[src/rtl/s3tc_pkg.sv]
`timescale 1ns / 1ps
// ----------------------------------------------------------------------------
// s3tc_pkg
// Shared types and constants of the s3tc block decoder: format codes,
// register indexes and the block descriptor passed from front to back.
// ----------------------------------------------------------------------------
package s3tc_pkg;

   localparam int unsigned WordW     = 64;
   localparam int unsigned CsrIndexW = 2;
   localparam int unsigned CsrDataW  = 16;
   localparam int unsigned BlockPosW = 14;
   localparam int unsigned PixelPosW = 16;

   // descriptor queue between front and back
   localparam int unsigned DescDepth  = 2;
   localparam int unsigned DescPtrW   = $clog2(DescDepth);
   localparam int unsigned DescCountW = $clog2(DescDepth + 1);

   typedef enum logic [1:0] {
      MODE_DXT1  = 2'd0,
      MODE_DXT1A = 2'd1,
      MODE_DXT3  = 2'd2,
      MODE_DXT5  = 2'd3
   } format_mode_type;

   typedef enum logic [CsrIndexW-1:0] {
      CSR_FORMAT_MODE  = 2'd0,
      CSR_IMAGE_WIDTH  = 2'd1,
      CSR_IMAGE_HEIGHT = 2'd2
   } csr_index_type;

   typedef struct packed {
      logic [WordW-1:0]     colour_word;
      logic [WordW-1:0]     alpha_word;
      format_mode_type      mode;
      logic [BlockPosW-1:0] column;
      logic [BlockPosW-1:0] row;
      logic                 last_img;
   } block_desc_type;

endpackage

[src/rtl/s3tc_block_decoder_core.sv]
`timescale 1ns / 1ps
// ----------------------------------------------------------------------------
// s3tc_block_decoder_core
// S3TC (dxt1, dxt1 one-bit alpha, dxt3, dxt5) block decoder: block words in,
// decoded pixels with image coordinates out.
// ----------------------------------------------------------------------------
//  channel  | ports                           | beat
//  ---------+---------------------------------+---------------------------------
//  request  | req_push, req_full, req_*       | one 64-bit block word
//  response | rsp_empty, rsp_pop, rsp_*       | one decoded pixel
//  csr      | csr_write_enable, csr_index, .. | one register write, no wait
//
//  A colour word yields sixteen pixel beats, one per cycle while rsp_pop is
//  held, set by the pixel walk in the back end; an alpha word yields none.
//  Pixels pass the descriptor queue, first stage and response register.
//  Reset is synchronous and needs no clearing pass.
//  The front keeps taking words while the back stalls until the two-entry
//  descriptor queue fills; a stalled result holds in the response register.
// ----------------------------------------------------------------------------
module s3tc_block_decoder_core (
   input  logic                              clock,
   input  logic                              reset,
   input  logic                              req_push,
   output logic                              req_full,
   input  logic [s3tc_pkg::WordW-1:0]        req_block_word,
   output logic                              rsp_empty,
   input  logic                              rsp_pop,
   output logic [4:0]                        rsp_red,
   output logic [5:0]                        rsp_green,
   output logic [4:0]                        rsp_blue,
   output logic [7:0]                        rsp_alpha,
   output logic [s3tc_pkg::PixelPosW-1:0]    rsp_pixel_x,
   output logic [s3tc_pkg::PixelPosW-1:0]    rsp_pixel_y,
   output logic                              rsp_last_of_block,
   output logic                              rsp_last_of_image,
   input  logic                              csr_write_enable,
   input  logic [s3tc_pkg::CsrIndexW-1:0]    csr_index,
   input  logic [s3tc_pkg::CsrDataW-1:0]     csr_write_data
);
   import s3tc_pkg::*;

   logic           desc_push, desc_full, desc_pop, desc_empty;
   block_desc_type desc_in, desc_out;

   s3tc_front u_front (
      .clock            (clock),
      .reset            (reset),
      .req_push         (req_push),
      .req_full         (req_full),
      .req_block_word   (req_block_word),
      .csr_write_enable (csr_write_enable),
      .csr_index        (csr_index),
      .csr_write_data   (csr_write_data),
      .desc_push        (desc_push),
      .desc_data        (desc_in),
      .desc_full        (desc_full)
   );

   s3tc_desc_fifo u_desc_fifo (
      .clock     (clock),
      .reset     (reset),
      .push      (desc_push),
      .push_data (desc_in),
      .full      (desc_full),
      .pop       (desc_pop),
      .pop_data  (desc_out),
      .empty     (desc_empty)
   );

   s3tc_back u_back (
      .clock             (clock),
      .reset             (reset),
      .desc_data         (desc_out),
      .desc_empty        (desc_empty),
      .desc_pop          (desc_pop),
      .rsp_empty         (rsp_empty),
      .rsp_pop           (rsp_pop),
      .rsp_red           (rsp_red),
      .rsp_green         (rsp_green),
      .rsp_blue          (rsp_blue),
      .rsp_alpha         (rsp_alpha),
      .rsp_pixel_x       (rsp_pixel_x),
      .rsp_pixel_y       (rsp_pixel_y),
      .rsp_last_of_block (rsp_last_of_block),
      .rsp_last_of_image (rsp_last_of_image)
   );

endmodule

[src/rtl/s3tc_front.sv]
`timescale 1ns / 1ps
// ----------------------------------------------------------------------------
// s3tc_front
// Takes block words, keeps the alpha word of dxt3/dxt5 blocks, tracks the
// block position over the image and hands one descriptor per colour word on.
// ----------------------------------------------------------------------------
module s3tc_front (
   input  logic                              clock,
   input  logic                              reset,
   input  logic                              req_push,
   output logic                              req_full,
   input  logic [s3tc_pkg::WordW-1:0]        req_block_word,
   input  logic                              csr_write_enable,
   input  logic [s3tc_pkg::CsrIndexW-1:0]    csr_index,
   input  logic [s3tc_pkg::CsrDataW-1:0]     csr_write_data,
   output logic                              desc_push,
   output s3tc_pkg::block_desc_type          desc_data,
   input  logic                              desc_full
);
   import s3tc_pkg::*;

   format_mode_type      mode_ff, mode_in;
   logic [CsrDataW-1:0]  width_ff, width_in;
   logic [CsrDataW-1:0]  height_ff, height_in;
   logic                 pending_ff, pending_in;
   logic [WordW-1:0]     alpha_word_ff;
   logic [BlockPosW-1:0] column_ff, column_in;
   logic [BlockPosW-1:0] row_ff, row_in;

   logic                 accept;
   logic                 alpha_beat;
   logic [BlockPosW-1:0] blocks_w, blocks_h;
   logic                 col_last, row_last, last_img;

   assign req_full   = desc_full;
   assign accept     = req_push && !desc_full;
   assign alpha_beat = (mode_ff == MODE_DXT3 || mode_ff == MODE_DXT5) && !pending_ff;
   assign desc_push  = accept && !alpha_beat;

   // sizes below four pixels still count as one block
   assign blocks_w = (width_ff[CsrDataW-1:2] == '0) ? BlockPosW'(1) : width_ff[CsrDataW-1:2];
   assign blocks_h = (height_ff[CsrDataW-1:2] == '0) ? BlockPosW'(1) : height_ff[CsrDataW-1:2];

   assign col_last = ({1'b0, column_ff} + (BlockPosW+1)'(1)) >= {1'b0, blocks_w};
   assign row_last = ({1'b0, row_ff} + (BlockPosW+1)'(1)) >= {1'b0, blocks_h};
   assign last_img = col_last && row_last;

   assign desc_data = '{colour_word: req_block_word,
                        alpha_word:  alpha_word_ff,
                        mode:        mode_ff,
                        column:      column_ff,
                        row:         row_ff,
                        last_img:    last_img};

   always_comb begin
      mode_in   = mode_ff;
      width_in  = width_ff;
      height_in = height_ff;
      if (csr_write_enable) begin
         case (csr_index)
            CSR_FORMAT_MODE:  mode_in   = format_mode_type'(csr_write_data[1:0]);
            CSR_IMAGE_WIDTH:  width_in  = csr_write_data;
            CSR_IMAGE_HEIGHT: height_in = csr_write_data;
            default: ;
         endcase
      end
   end

   always_comb begin
      pending_in = pending_ff;
      column_in  = column_ff;
      row_in     = row_ff;
      if (accept) begin
         pending_in = alpha_beat;
      end
      if (desc_push) begin
         if (last_img) begin
            column_in = '0;
            row_in    = '0;
         end else if (col_last) begin
            column_in = '0;
            row_in    = row_ff + BlockPosW'(1);
         end else begin
            column_in = column_ff + BlockPosW'(1);
         end
      end
   end

   always_ff @(posedge clock) begin
      if (reset) begin
         mode_ff    <= MODE_DXT1;
         width_ff   <= CsrDataW'(4);
         height_ff  <= CsrDataW'(4);
         pending_ff <= 1'b0;
         column_ff  <= '0;
         row_ff     <= '0;
      end else begin
         mode_ff    <= mode_in;
         width_ff   <= width_in;
         height_ff  <= height_in;
         pending_ff <= pending_in;
         column_ff  <= column_in;
         row_ff     <= row_in;
      end
   end

   always_ff @(posedge clock) begin
      if (accept && alpha_beat) begin
         alpha_word_ff <= req_block_word;
      end
   end

`ifndef SYNTHESIS
   // an alpha word always leaves the block waiting for its colour word
   a_alpha_sets_pending: assert property (@(posedge clock) disable iff (reset)
      accept && alpha_beat |=> pending_ff)
      else $error("alpha word did not set pending");
`endif

endmodule

[src/rtl/s3tc_desc_fifo.sv]
`timescale 1ns / 1ps
// ----------------------------------------------------------------------------
// s3tc_desc_fifo
// Short queue of block descriptors between the front and the pixel back end.
// ----------------------------------------------------------------------------
module s3tc_desc_fifo (
   input  logic                     clock,
   input  logic                     reset,
   input  logic                     push,
   input  s3tc_pkg::block_desc_type push_data,
   output logic                     full,
   input  logic                     pop,
   output s3tc_pkg::block_desc_type pop_data,
   output logic                     empty
);
   import s3tc_pkg::*;

   block_desc_type        entry_ff [DescDepth];
   logic [DescPtrW-1:0]   wr_ptr_ff, wr_ptr_in;
   logic [DescPtrW-1:0]   rd_ptr_ff, rd_ptr_in;
   logic [DescCountW-1:0] count_ff, count_in;
   logic                  do_push, do_pop;

   assign full     = count_ff == DescCountW'(DescDepth);
   assign empty    = count_ff == '0;
   assign do_push  = push && !full;
   assign do_pop   = pop && !empty;
   assign pop_data = entry_ff[rd_ptr_ff];

   always_comb begin
      wr_ptr_in = wr_ptr_ff;
      rd_ptr_in = rd_ptr_ff;
      count_in  = count_ff;
      if (do_push) begin
         wr_ptr_in = (wr_ptr_ff == DescPtrW'(DescDepth - 1)) ? '0 : wr_ptr_ff + DescPtrW'(1);
      end
      if (do_pop) begin
         rd_ptr_in = (rd_ptr_ff == DescPtrW'(DescDepth - 1)) ? '0 : rd_ptr_ff + DescPtrW'(1);
      end
      if (do_push && !do_pop) begin
         count_in = count_ff + DescCountW'(1);
      end else if (do_pop && !do_push) begin
         count_in = count_ff - DescCountW'(1);
      end
   end

   always_ff @(posedge clock) begin
      if (reset) begin
         wr_ptr_ff <= '0;
         rd_ptr_ff <= '0;
         count_ff  <= '0;
      end else begin
         wr_ptr_ff <= wr_ptr_in;
         rd_ptr_ff <= rd_ptr_in;
         count_ff  <= count_in;
      end
   end

   always_ff @(posedge clock) begin
      if (do_push) begin
         entry_ff[wr_ptr_ff] <= push_data;
      end
   end

`ifndef SYNTHESIS
   a_count_bound: assert property (@(posedge clock) disable iff (reset)
      count_ff <= DescCountW'(DescDepth))
      else $error("descriptor queue overfilled");
`endif

endmodule

[src/rtl/s3tc_back.sv]
`timescale 1ns / 1ps
// ----------------------------------------------------------------------------
// s3tc_back
// Pixel back end: walks the sixteen texels of a block, one per unstalled
// cycle. The first stage picks palette entries and builds numerators, the
// second divides by reciprocal multiplication into the result register.
// ----------------------------------------------------------------------------
module s3tc_back (
   input  logic                              clock,
   input  logic                              reset,
   input  s3tc_pkg::block_desc_type          desc_data,
   input  logic                              desc_empty,
   output logic                              desc_pop,
   output logic                              rsp_empty,
   input  logic                              rsp_pop,
   output logic [4:0]                        rsp_red,
   output logic [5:0]                        rsp_green,
   output logic [4:0]                        rsp_blue,
   output logic [7:0]                        rsp_alpha,
   output logic [s3tc_pkg::PixelPosW-1:0]    rsp_pixel_x,
   output logic [s3tc_pkg::PixelPosW-1:0]    rsp_pixel_y,
   output logic                              rsp_last_of_block,
   output logic                              rsp_last_of_image
);
   import s3tc_pkg::*;

   typedef enum logic [1:0] {
      COL_RAW   = 2'd0,
      COL_HALF  = 2'd1,
      COL_THIRD = 2'd2
   } colour_op_type;

   typedef enum logic [1:0] {
      ALP_RAW     = 2'd0,
      ALP_SEVENTH = 2'd1,
      ALP_FIFTH   = 2'd2
   } alpha_op_type;

   typedef struct packed {
      logic [7:0]  num;
      colour_op_type op;
   } chan_type;

   typedef struct packed {
      logic [7:0]           red_num;
      logic [7:0]           green_num;
      logic [7:0]           blue_num;
      colour_op_type        colour_op;
      logic [10:0]          alpha_num;
      alpha_op_type         alpha_op;
      logic [PixelPosW-1:0] x;
      logic [PixelPosW-1:0] y;
      logic                 last_block;
      logic                 last_img;
   } pixel_stage_type;

   // palette entry of one channel as numerator plus divide to apply
   function automatic chan_type chan_sel(input logic [5:0] a, input logic [5:0] b,
                                         input logic [1:0] idx, input logic three);
      chan_type res;
      res.num = {2'b00, a};
      res.op  = COL_RAW;
      case (idx)
         2'd0: begin
            res.num = {2'b00, a};
         end
         2'd1: begin
            res.num = {2'b00, b};
         end
         2'd2: begin
            if (three) begin
               res.num = {2'b00, a} + {2'b00, b} + 8'd1;
               res.op  = COL_HALF;
            end else begin
               res.num = {1'b0, a, 1'b0} + {2'b00, b} + 8'd2;
               res.op  = COL_THIRD;
            end
         end
         2'd3: begin
            if (three) begin
               res.num = '0;
            end else begin
               res.num = {2'b00, a} + {1'b0, b, 1'b0} + 8'd2;
               res.op  = COL_THIRD;
            end
         end
         default: ;
      endcase
      return res;
   endfunction

   // n/3 as (n * 171) >> 9, exact for n below 512
   function automatic logic [5:0] colour_div(input logic [7:0] num, input colour_op_type op);
      logic [15:0] prod;
      logic [5:0]  res;
      prod = {8'd0, num} * 16'd171;
      case (op)
         COL_RAW:   res = num[5:0];
         COL_HALF:  res = num[6:1];
         COL_THIRD: res = prod[14:9];
         default:   res = num[5:0];
      endcase
      return res;
   endfunction

   logic [3:0]      pix_ff, pix_in;
   logic            s1_valid_ff, s1_valid_in;
   pixel_stage_type s1_ff, s1_in;
   logic            s2_valid_ff, s2_valid_in;

   logic            s2_ready, s1_adv, issue;

   logic [15:0]     c0, c1;
   logic            three_col;
   logic [31:0]     idx_bits;
   logic [1:0]      idx;
   chan_type        red_sel, green_sel, blue_sel;
   logic [7:0]      a0, a1;
   logic [47:0]     k_bits;
   logic [5:0]      k_offset;
   logic [2:0]      k;
   logic [2:0]      wf0, wf1;

   logic [23:0]     alpha_prod;
   logic [5:0]      red_full, green_full, blue_full;
   logic [7:0]      alpha_fin;

   assign s2_ready  = !s2_valid_ff || rsp_pop;
   assign s1_adv    = !s1_valid_ff || s2_ready;
   assign issue     = s1_adv && !desc_empty;
   assign desc_pop  = issue && (pix_ff == 4'hF);
   assign rsp_empty = !s2_valid_ff;

   assign c0        = desc_data.colour_word[15:0];
   assign c1        = desc_data.colour_word[31:16];
   assign three_col = (desc_data.mode == MODE_DXT1A) && (c0 <= c1);
   assign idx_bits  = desc_data.colour_word[63:32];
   assign idx       = idx_bits[{pix_ff, 1'b0} +: 2];

   assign red_sel   = chan_sel({1'b0, c0[15:11]}, {1'b0, c1[15:11]}, idx, three_col);
   assign green_sel = chan_sel(c0[10:5], c1[10:5], idx, three_col);
   assign blue_sel  = chan_sel({1'b0, c0[4:0]}, {1'b0, c1[4:0]}, idx, three_col);

   assign a0       = desc_data.alpha_word[7:0];
   assign a1       = desc_data.alpha_word[15:8];
   assign k_bits   = desc_data.alpha_word[63:16];
   assign k_offset = {1'b0, pix_ff, 1'b0} + {2'b00, pix_ff};
   assign k        = k_bits[k_offset +: 3];

   always_comb begin
      wf0 = 3'(4'd8 - {1'b0, k});
      wf1 = k - 3'd1;
      if (a0 <= a1) begin
         wf0 = 3'(4'd6 - {1'b0, k});
      end
   end

   always_comb begin
      s1_in.red_num    = red_sel.num;
      s1_in.green_num  = green_sel.num;
      s1_in.blue_num   = blue_sel.num;
      s1_in.colour_op  = red_sel.op;
      s1_in.alpha_num  = 11'd1;
      s1_in.alpha_op   = ALP_RAW;
      s1_in.x          = {desc_data.column, pix_ff[1:0]};
      s1_in.y          = {desc_data.row, pix_ff[3:2]};
      s1_in.last_block = pix_ff == 4'hF;
      s1_in.last_img   = desc_data.last_img && (pix_ff == 4'hF);
      case (desc_data.mode)
         MODE_DXT3: begin
            s1_in.alpha_num = {7'd0, desc_data.alpha_word[{pix_ff, 2'b00} +: 4]};
         end
         MODE_DXT5: begin
            if (k == 3'd0) begin
               s1_in.alpha_num = {3'd0, a0};
            end else if (k == 3'd1) begin
               s1_in.alpha_num = {3'd0, a1};
            end else if (a0 > a1) begin
               s1_in.alpha_num = {8'd0, wf0} * {3'd0, a0} + {8'd0, wf1} * {3'd0, a1} + 11'd3;
               s1_in.alpha_op  = ALP_SEVENTH;
            end else if (k == 3'd6) begin
               s1_in.alpha_num = 11'd0;
            end else if (k == 3'd7) begin
               s1_in.alpha_num = 11'd255;
            end else begin
               s1_in.alpha_num = {8'd0, wf0} * {3'd0, a0} + {8'd0, wf1} * {3'd0, a1} + 11'd2;
               s1_in.alpha_op  = ALP_FIFTH;
            end
         end
         default: begin
            // one-bit alpha drops out only on the black entry of three-colour mode
            s1_in.alpha_num = (three_col && idx == 2'd3) ? 11'd0 : 11'd1;
         end
      endcase
   end

   always_comb begin
      pix_in      = pix_ff;
      s1_valid_in = s1_valid_ff;
      s2_valid_in = s2_valid_ff;
      if (issue) begin
         pix_in = pix_ff + 4'd1;
      end
      if (s1_adv) begin
         s1_valid_in = !desc_empty;
      end
      if (s2_ready) begin
         s2_valid_in = s1_valid_ff;
      end
   end

   always_ff @(posedge clock) begin
      if (reset) begin
         pix_ff      <= '0;
         s1_valid_ff <= 1'b0;
         s2_valid_ff <= 1'b0;
      end else begin
         pix_ff      <= pix_in;
         s1_valid_ff <= s1_valid_in;
         s2_valid_ff <= s2_valid_in;
      end
   end

   // one shared multiplier: 4682 / 2^15 for sevenths, 6554 / 2^15 for fifths
   assign alpha_prod = {13'd0, s1_ff.alpha_num}
                     * ((s1_ff.alpha_op == ALP_SEVENTH) ? 24'd4682 : 24'd6554);
   assign alpha_fin  = (s1_ff.alpha_op == ALP_RAW) ? s1_ff.alpha_num[7:0] : alpha_prod[22:15];
   assign red_full   = colour_div(s1_ff.red_num, s1_ff.colour_op);
   assign green_full = colour_div(s1_ff.green_num, s1_ff.colour_op);
   assign blue_full  = colour_div(s1_ff.blue_num, s1_ff.colour_op);

   always_ff @(posedge clock) begin
      if (s1_adv) begin
         s1_ff <= s1_in;
      end
      if (s2_ready) begin
         rsp_red           <= red_full[4:0];
         rsp_green         <= green_full;
         rsp_blue          <= blue_full[4:0];
         rsp_alpha         <= alpha_fin;
         rsp_pixel_x       <= s1_ff.x;
         rsp_pixel_y       <= s1_ff.y;
         rsp_last_of_block <= s1_ff.last_block;
         rsp_last_of_image <= s1_ff.last_img;
      end
   end

`ifndef SYNTHESIS
   a_no_pop_on_empty: assert property (@(posedge clock) disable iff (reset)
      desc_pop |-> !desc_empty)
      else $error("descriptor popped from empty queue");

   a_image_end_is_block_end: assert property (@(posedge clock) disable iff (reset)
      !rsp_empty && rsp_last_of_image |-> rsp_last_of_block)
      else $error("end of image not on end of block");

   a_block_end_corner: assert property (@(posedge clock) disable iff (reset)
      !rsp_empty && rsp_last_of_block |-> rsp_pixel_x[1:0] == 2'd3 && rsp_pixel_y[1:0] == 2'd3)
      else $error("end of block not on bottom right texel");
`endif

endmodule

[config.mk]
export PLATFORM = sky130hd
export DESIGN_NAME = s3tc_block_decoder_core
export DESIGN_NICKNAME = d
export VERILOG_FILES = /design/src/rtl/s3tc_pkg.sv /design/src/rtl/s3tc_block_decoder_core.sv /design/src/rtl/s3tc_front.sv /design/src/rtl/s3tc_desc_fifo.sv /design/src/rtl/s3tc_back.sv
export SDC_FILE = /design/constraint.sdc
export NUM_CORES = 1
export LEC_CHECK = 0
export ABC_AREA = 0
export BUFFER_PORTS_ARGS = -buffer_cell sky130_fd_sc_hd__buf_2
export CORE_MARGIN = 3
export CORE_UTILIZATION = 40
export DETAILED_ROUTE_END_ITERATION = 8
export HOLD_SLACK_MARGIN = 0.06
export SETUP_SLACK_MARGIN = 0.05
export SKIP_LAST_GASP = 1
export SLEW_MARGIN = 20
export SYNTH_ARGS = -nofsm -noshare
export SYNTH_HDL_FRONTEND = slang
export SYNTH_SLANG_ARGS = --single-unit
[constraint.sdc]
create_clock -name clock -period 12.4 [get_ports clock]
set_clock_uncertainty 0.2 [all_clocks]
set_input_delay 2.48 -clock clock [delete_from_list [all_inputs] [get_ports clock]]
set_output_delay 2.48 -clock clock [all_outputs]
set_load 0.02 [all_outputs]
==> impl_metrics.json <==
{
  "status": "finished, final reports clean",
  "hold_end": "u_back.rsp_pixel_x[5]",
  "drc": 0,
  "path_class": "register to register",
  "hold_buffers": 0,
  "io_buffer_count": 146,
  "clk_latency_ns": 0.62,
  "first_pass_iters": 5,
  "hold_depth": 0,
  "wirelength_um": 84130,
  "worst_r2r_path_depth": 27,
  "placed_area_mm2": 0.03738,
  "grt_pass1_vias": 22960,
  "r2r-end": "u_back.s1_ff[43]",
  "worst_slew_pin_slew_ns": 1.035,
  "vias_per_cell": 5.400,
  "grt_pass1_wl_um": 130500,
  "start_util_pct": 40.53,
  "critPathArrivalTime_ns": 9.50,
  "fillCellCount": 7919,
  "path_buf_inv": 5,
  "avgSynthCellArea_um2": 12.73,
  "io_pins": 147,
  "ys_seq_area_share_pct": 47.51,
  "fin_cells": 4159,
  "rows": 108,
  "ctsResizeCount": 0,
  "synthCells": 2779,
  "synth-edff-count": 513,
  "r2r-start": "u_back.pix_ff[0]",
  "cts_tree": "yes",
  "worst-path-max-fanout": 56,
  "worstHoldPathType": "register to register",
  "ant_nets": 0,
  "ff2ff_setup_slack_ns": 3.10,
  "hold_viol": 0,
  "synthesis.area_mm2": 0.03538,
  "htree_levels": 3,
  "max_cap_viol_count": 0,
  "yosys_warnings": 0,
  "place.gp.congestion": 0.8734,
  "grt_overflow": 0,
  "drive_above_1_share_pct": 15.78,
  "cpPeakStageDelay_ns": 1.09,
  "stdcell_area_mm2": 0.03951,
  "die_width_um": 303.4,
  "route.vias.total": 22460,
  "fin_crit_ns": 9.297,
  "die_h_um": 303.4,
  "max_freq_ghz": 0.1076,
  "clk_path_buf_depth": 3,
  "setup_viol": 0,
  "numPlacedInstances": 4025,
  "rsz0062_at_grt": "no",
  "clockRootBuffer": "clkbuf_16",
  "core_mm2": 0.08729,
  "slew_violations": 0,
  "min_from": "u_back.s1_ff[23]",
  "numCtsBuffers": 66,
  "yosys_most_used_dff": "edfxtp_1",
  "grt_max_degree": 160,
  "hpwlAfterDp_um": 61730,
  "cts_sinks": 583,
  "regArea_mm2": 0.01681,
  "wl_per_cell_um": 20.23,
  "relSlewSlack_pct": 30.46,
  "critPathLaunchType": "register",
  "crit_family": "adder cells",
  "track_usage_pct": 18.34,
  "setup.worst_path.end_class": "register",
  "fin_tns_setup_ns": 0,
  "cts_post_setup_buffers_inserted": 0,
  "synth_cell_types": 76,
  "die-area_mm2": 0.09205,
  "syn_to_final_growth_pct": 11.68,
  "clk_pin_slew_ns": 0.06,
  "required_ns": 12.60,
  "whs_ns": 0.2163,
  "cp_common_cell": "fa_1",
  "synth_seq_cells": 583,
  "fin_nets": 3473,
  "first_iter_violations": 1520,
  "crit_path_top_delay_cell": "fa_1",
  "antenna_found_initial": 27,
  "synthArstFlopShare_pct": 0,
  "fin_crit_sh_pct": 74.98,
  "multiInputGateArea_mm2": 0.01698
}
[per-stage QoR]
stage          utilization, %  setup WS (ns)
4_1_cts                 45.20          3.097
5_1_grt                 45.22          2.303
3_5_place_dp            42.82          3.135
2_1_floorplan               -          2.278
3_3_place_gp            42.82          3.268
6_report                45.26          3.103
[metal layers]
| layer | global-route usage [%] | share of wire, % | wire (um) | up-vias |
|---|---|---|---|---|
| li1 | - | - | - | 10490 |
| met1 | 24.84 | 44 | 37030 | 11140 |
| met2 | 28.85 | 46 | 38440 | 671 |
| met3 | 4.923 | 7.6 | 6430 | 137 |
| met4 | 5.770 | 2.5 | 2126 | 16 |
| met5 | 0 | 0.13 | 111 | - |
[area by class of cell]
cell class	instances	area share, %
antenna	13	0.08234
multi-input combinational	1794	42.97
clock inverter	30	0.7062
tap	1155	3.658
inverter	323	3.069
sequential	583	42.56
clock buffer	90	4.541
timing repair buffer	171	2.420
[cells in the mapped netlist (15+ instances only)]
cell,instances,share of area (%)
edfxtp_1,513,44
ha_1,323,11
inv_1,318,3.4
nand2_1,188,2.0
a21oi_1,139,2.0
fa_1,124,7.0
nor2_1,124,1.3
mux4_2,110,7.0
xnor2_1,87,2.2
dfxtp_1,70,4.0
o21ai_0,64,0.91
mux2i_1,57,1.6
mux2_2,56,1.8
xor2_1,46,1.1
a21o_1,43,0.91
clkbuf_1,41,0.44
nand3_1,38,0.54
nor3_1,38,0.54
buf_2,34,0.48
and2_1,25,0.44
and3_1,20,0.35
o21a_1,20,0.42
nor2b_1,17,0.30
a221oi_1,15,0.37
o31ai_1,15,0.32
or3_1,15,0.27
[how the worst max path moves through the flow]
stage                     cells after the start        startpoint                         end  slack, ns
after global routing                         28  u_back.pix_ff[0]            u_back.s1_ff[43]       2.30
after CTS                                    27  u_back.pix_ff[0]            u_back.s1_ff[43]       3.10
final                                        27  u_back.pix_ff[0]            u_back.s1_ff[43]       3.10
after floorplan                               2          req_push  u_desc_fifo.entry_ff[0][0]       2.28
after global placement                       27  u_back.pix_ff[0]            u_back.s1_ff[46]       3.27
after detailed placement                     27  u_back.pix_ff[0]            u_back.s1_ff[43]       3.13
[kinds of logic after synthesis]
| logic type | Yosys count | synth area share (%) |
|---|---|---|
| AOI/OAI and AO/OA | 442 | 8.266 |
| adders and majority gates | 447 | 18.44 |
| other | 2 | 0.02123 |
| and+or+nand+nor | 529 | 6.985 |
| xor gates and xnor gates | 134 | 3.339 |
| DFF | 583 | 47.51 |
| buffers and inverters | 415 | 4.782 |
| muxes | 227 | 10.66 |
[placed cells by master, fill, tap and decap left out, drive strengths merged, types with 56 or more instances in the layout]
cell	Yosys	layout
a21oi	139	139
buf	51	171
clkbuf	41	90
dfxtp	70	70
edfxtp	513	513
fa	124	124
ha	323	323
inv	320	324
mux2	56	56
mux2i	58	58
mux4	113	113
nand2	188	188
nor2	124	124
o21ai	68	68
xnor2	88	88
[registers in the layout, indices dropped and copies added, names as in the netlist, 2 cells and up, named ones only]
signal	flops
u_back.pix_ff	4
u_back.rsp_alpha	8
u_back.rsp_blue	5
u_back.rsp_green	6
u_back.rsp_pixel_x	16
u_back.rsp_pixel_y	16
u_back.rsp_red	5
u_back.s1_ff	73
u_desc_fifo.count_ff	2
u_desc_fifo.entry_ff	318
u_front.alpha_word_ff	64
u_front.column_ff	14
u_front.height_ff	14
u_front.mode_ff	2
u_front.row_ff	14
u_front.width_ff	14
Power is left out: the tool's default activity adds up to more than one toggle a clock period on the data nets, which glitch-free logic cannot reach.
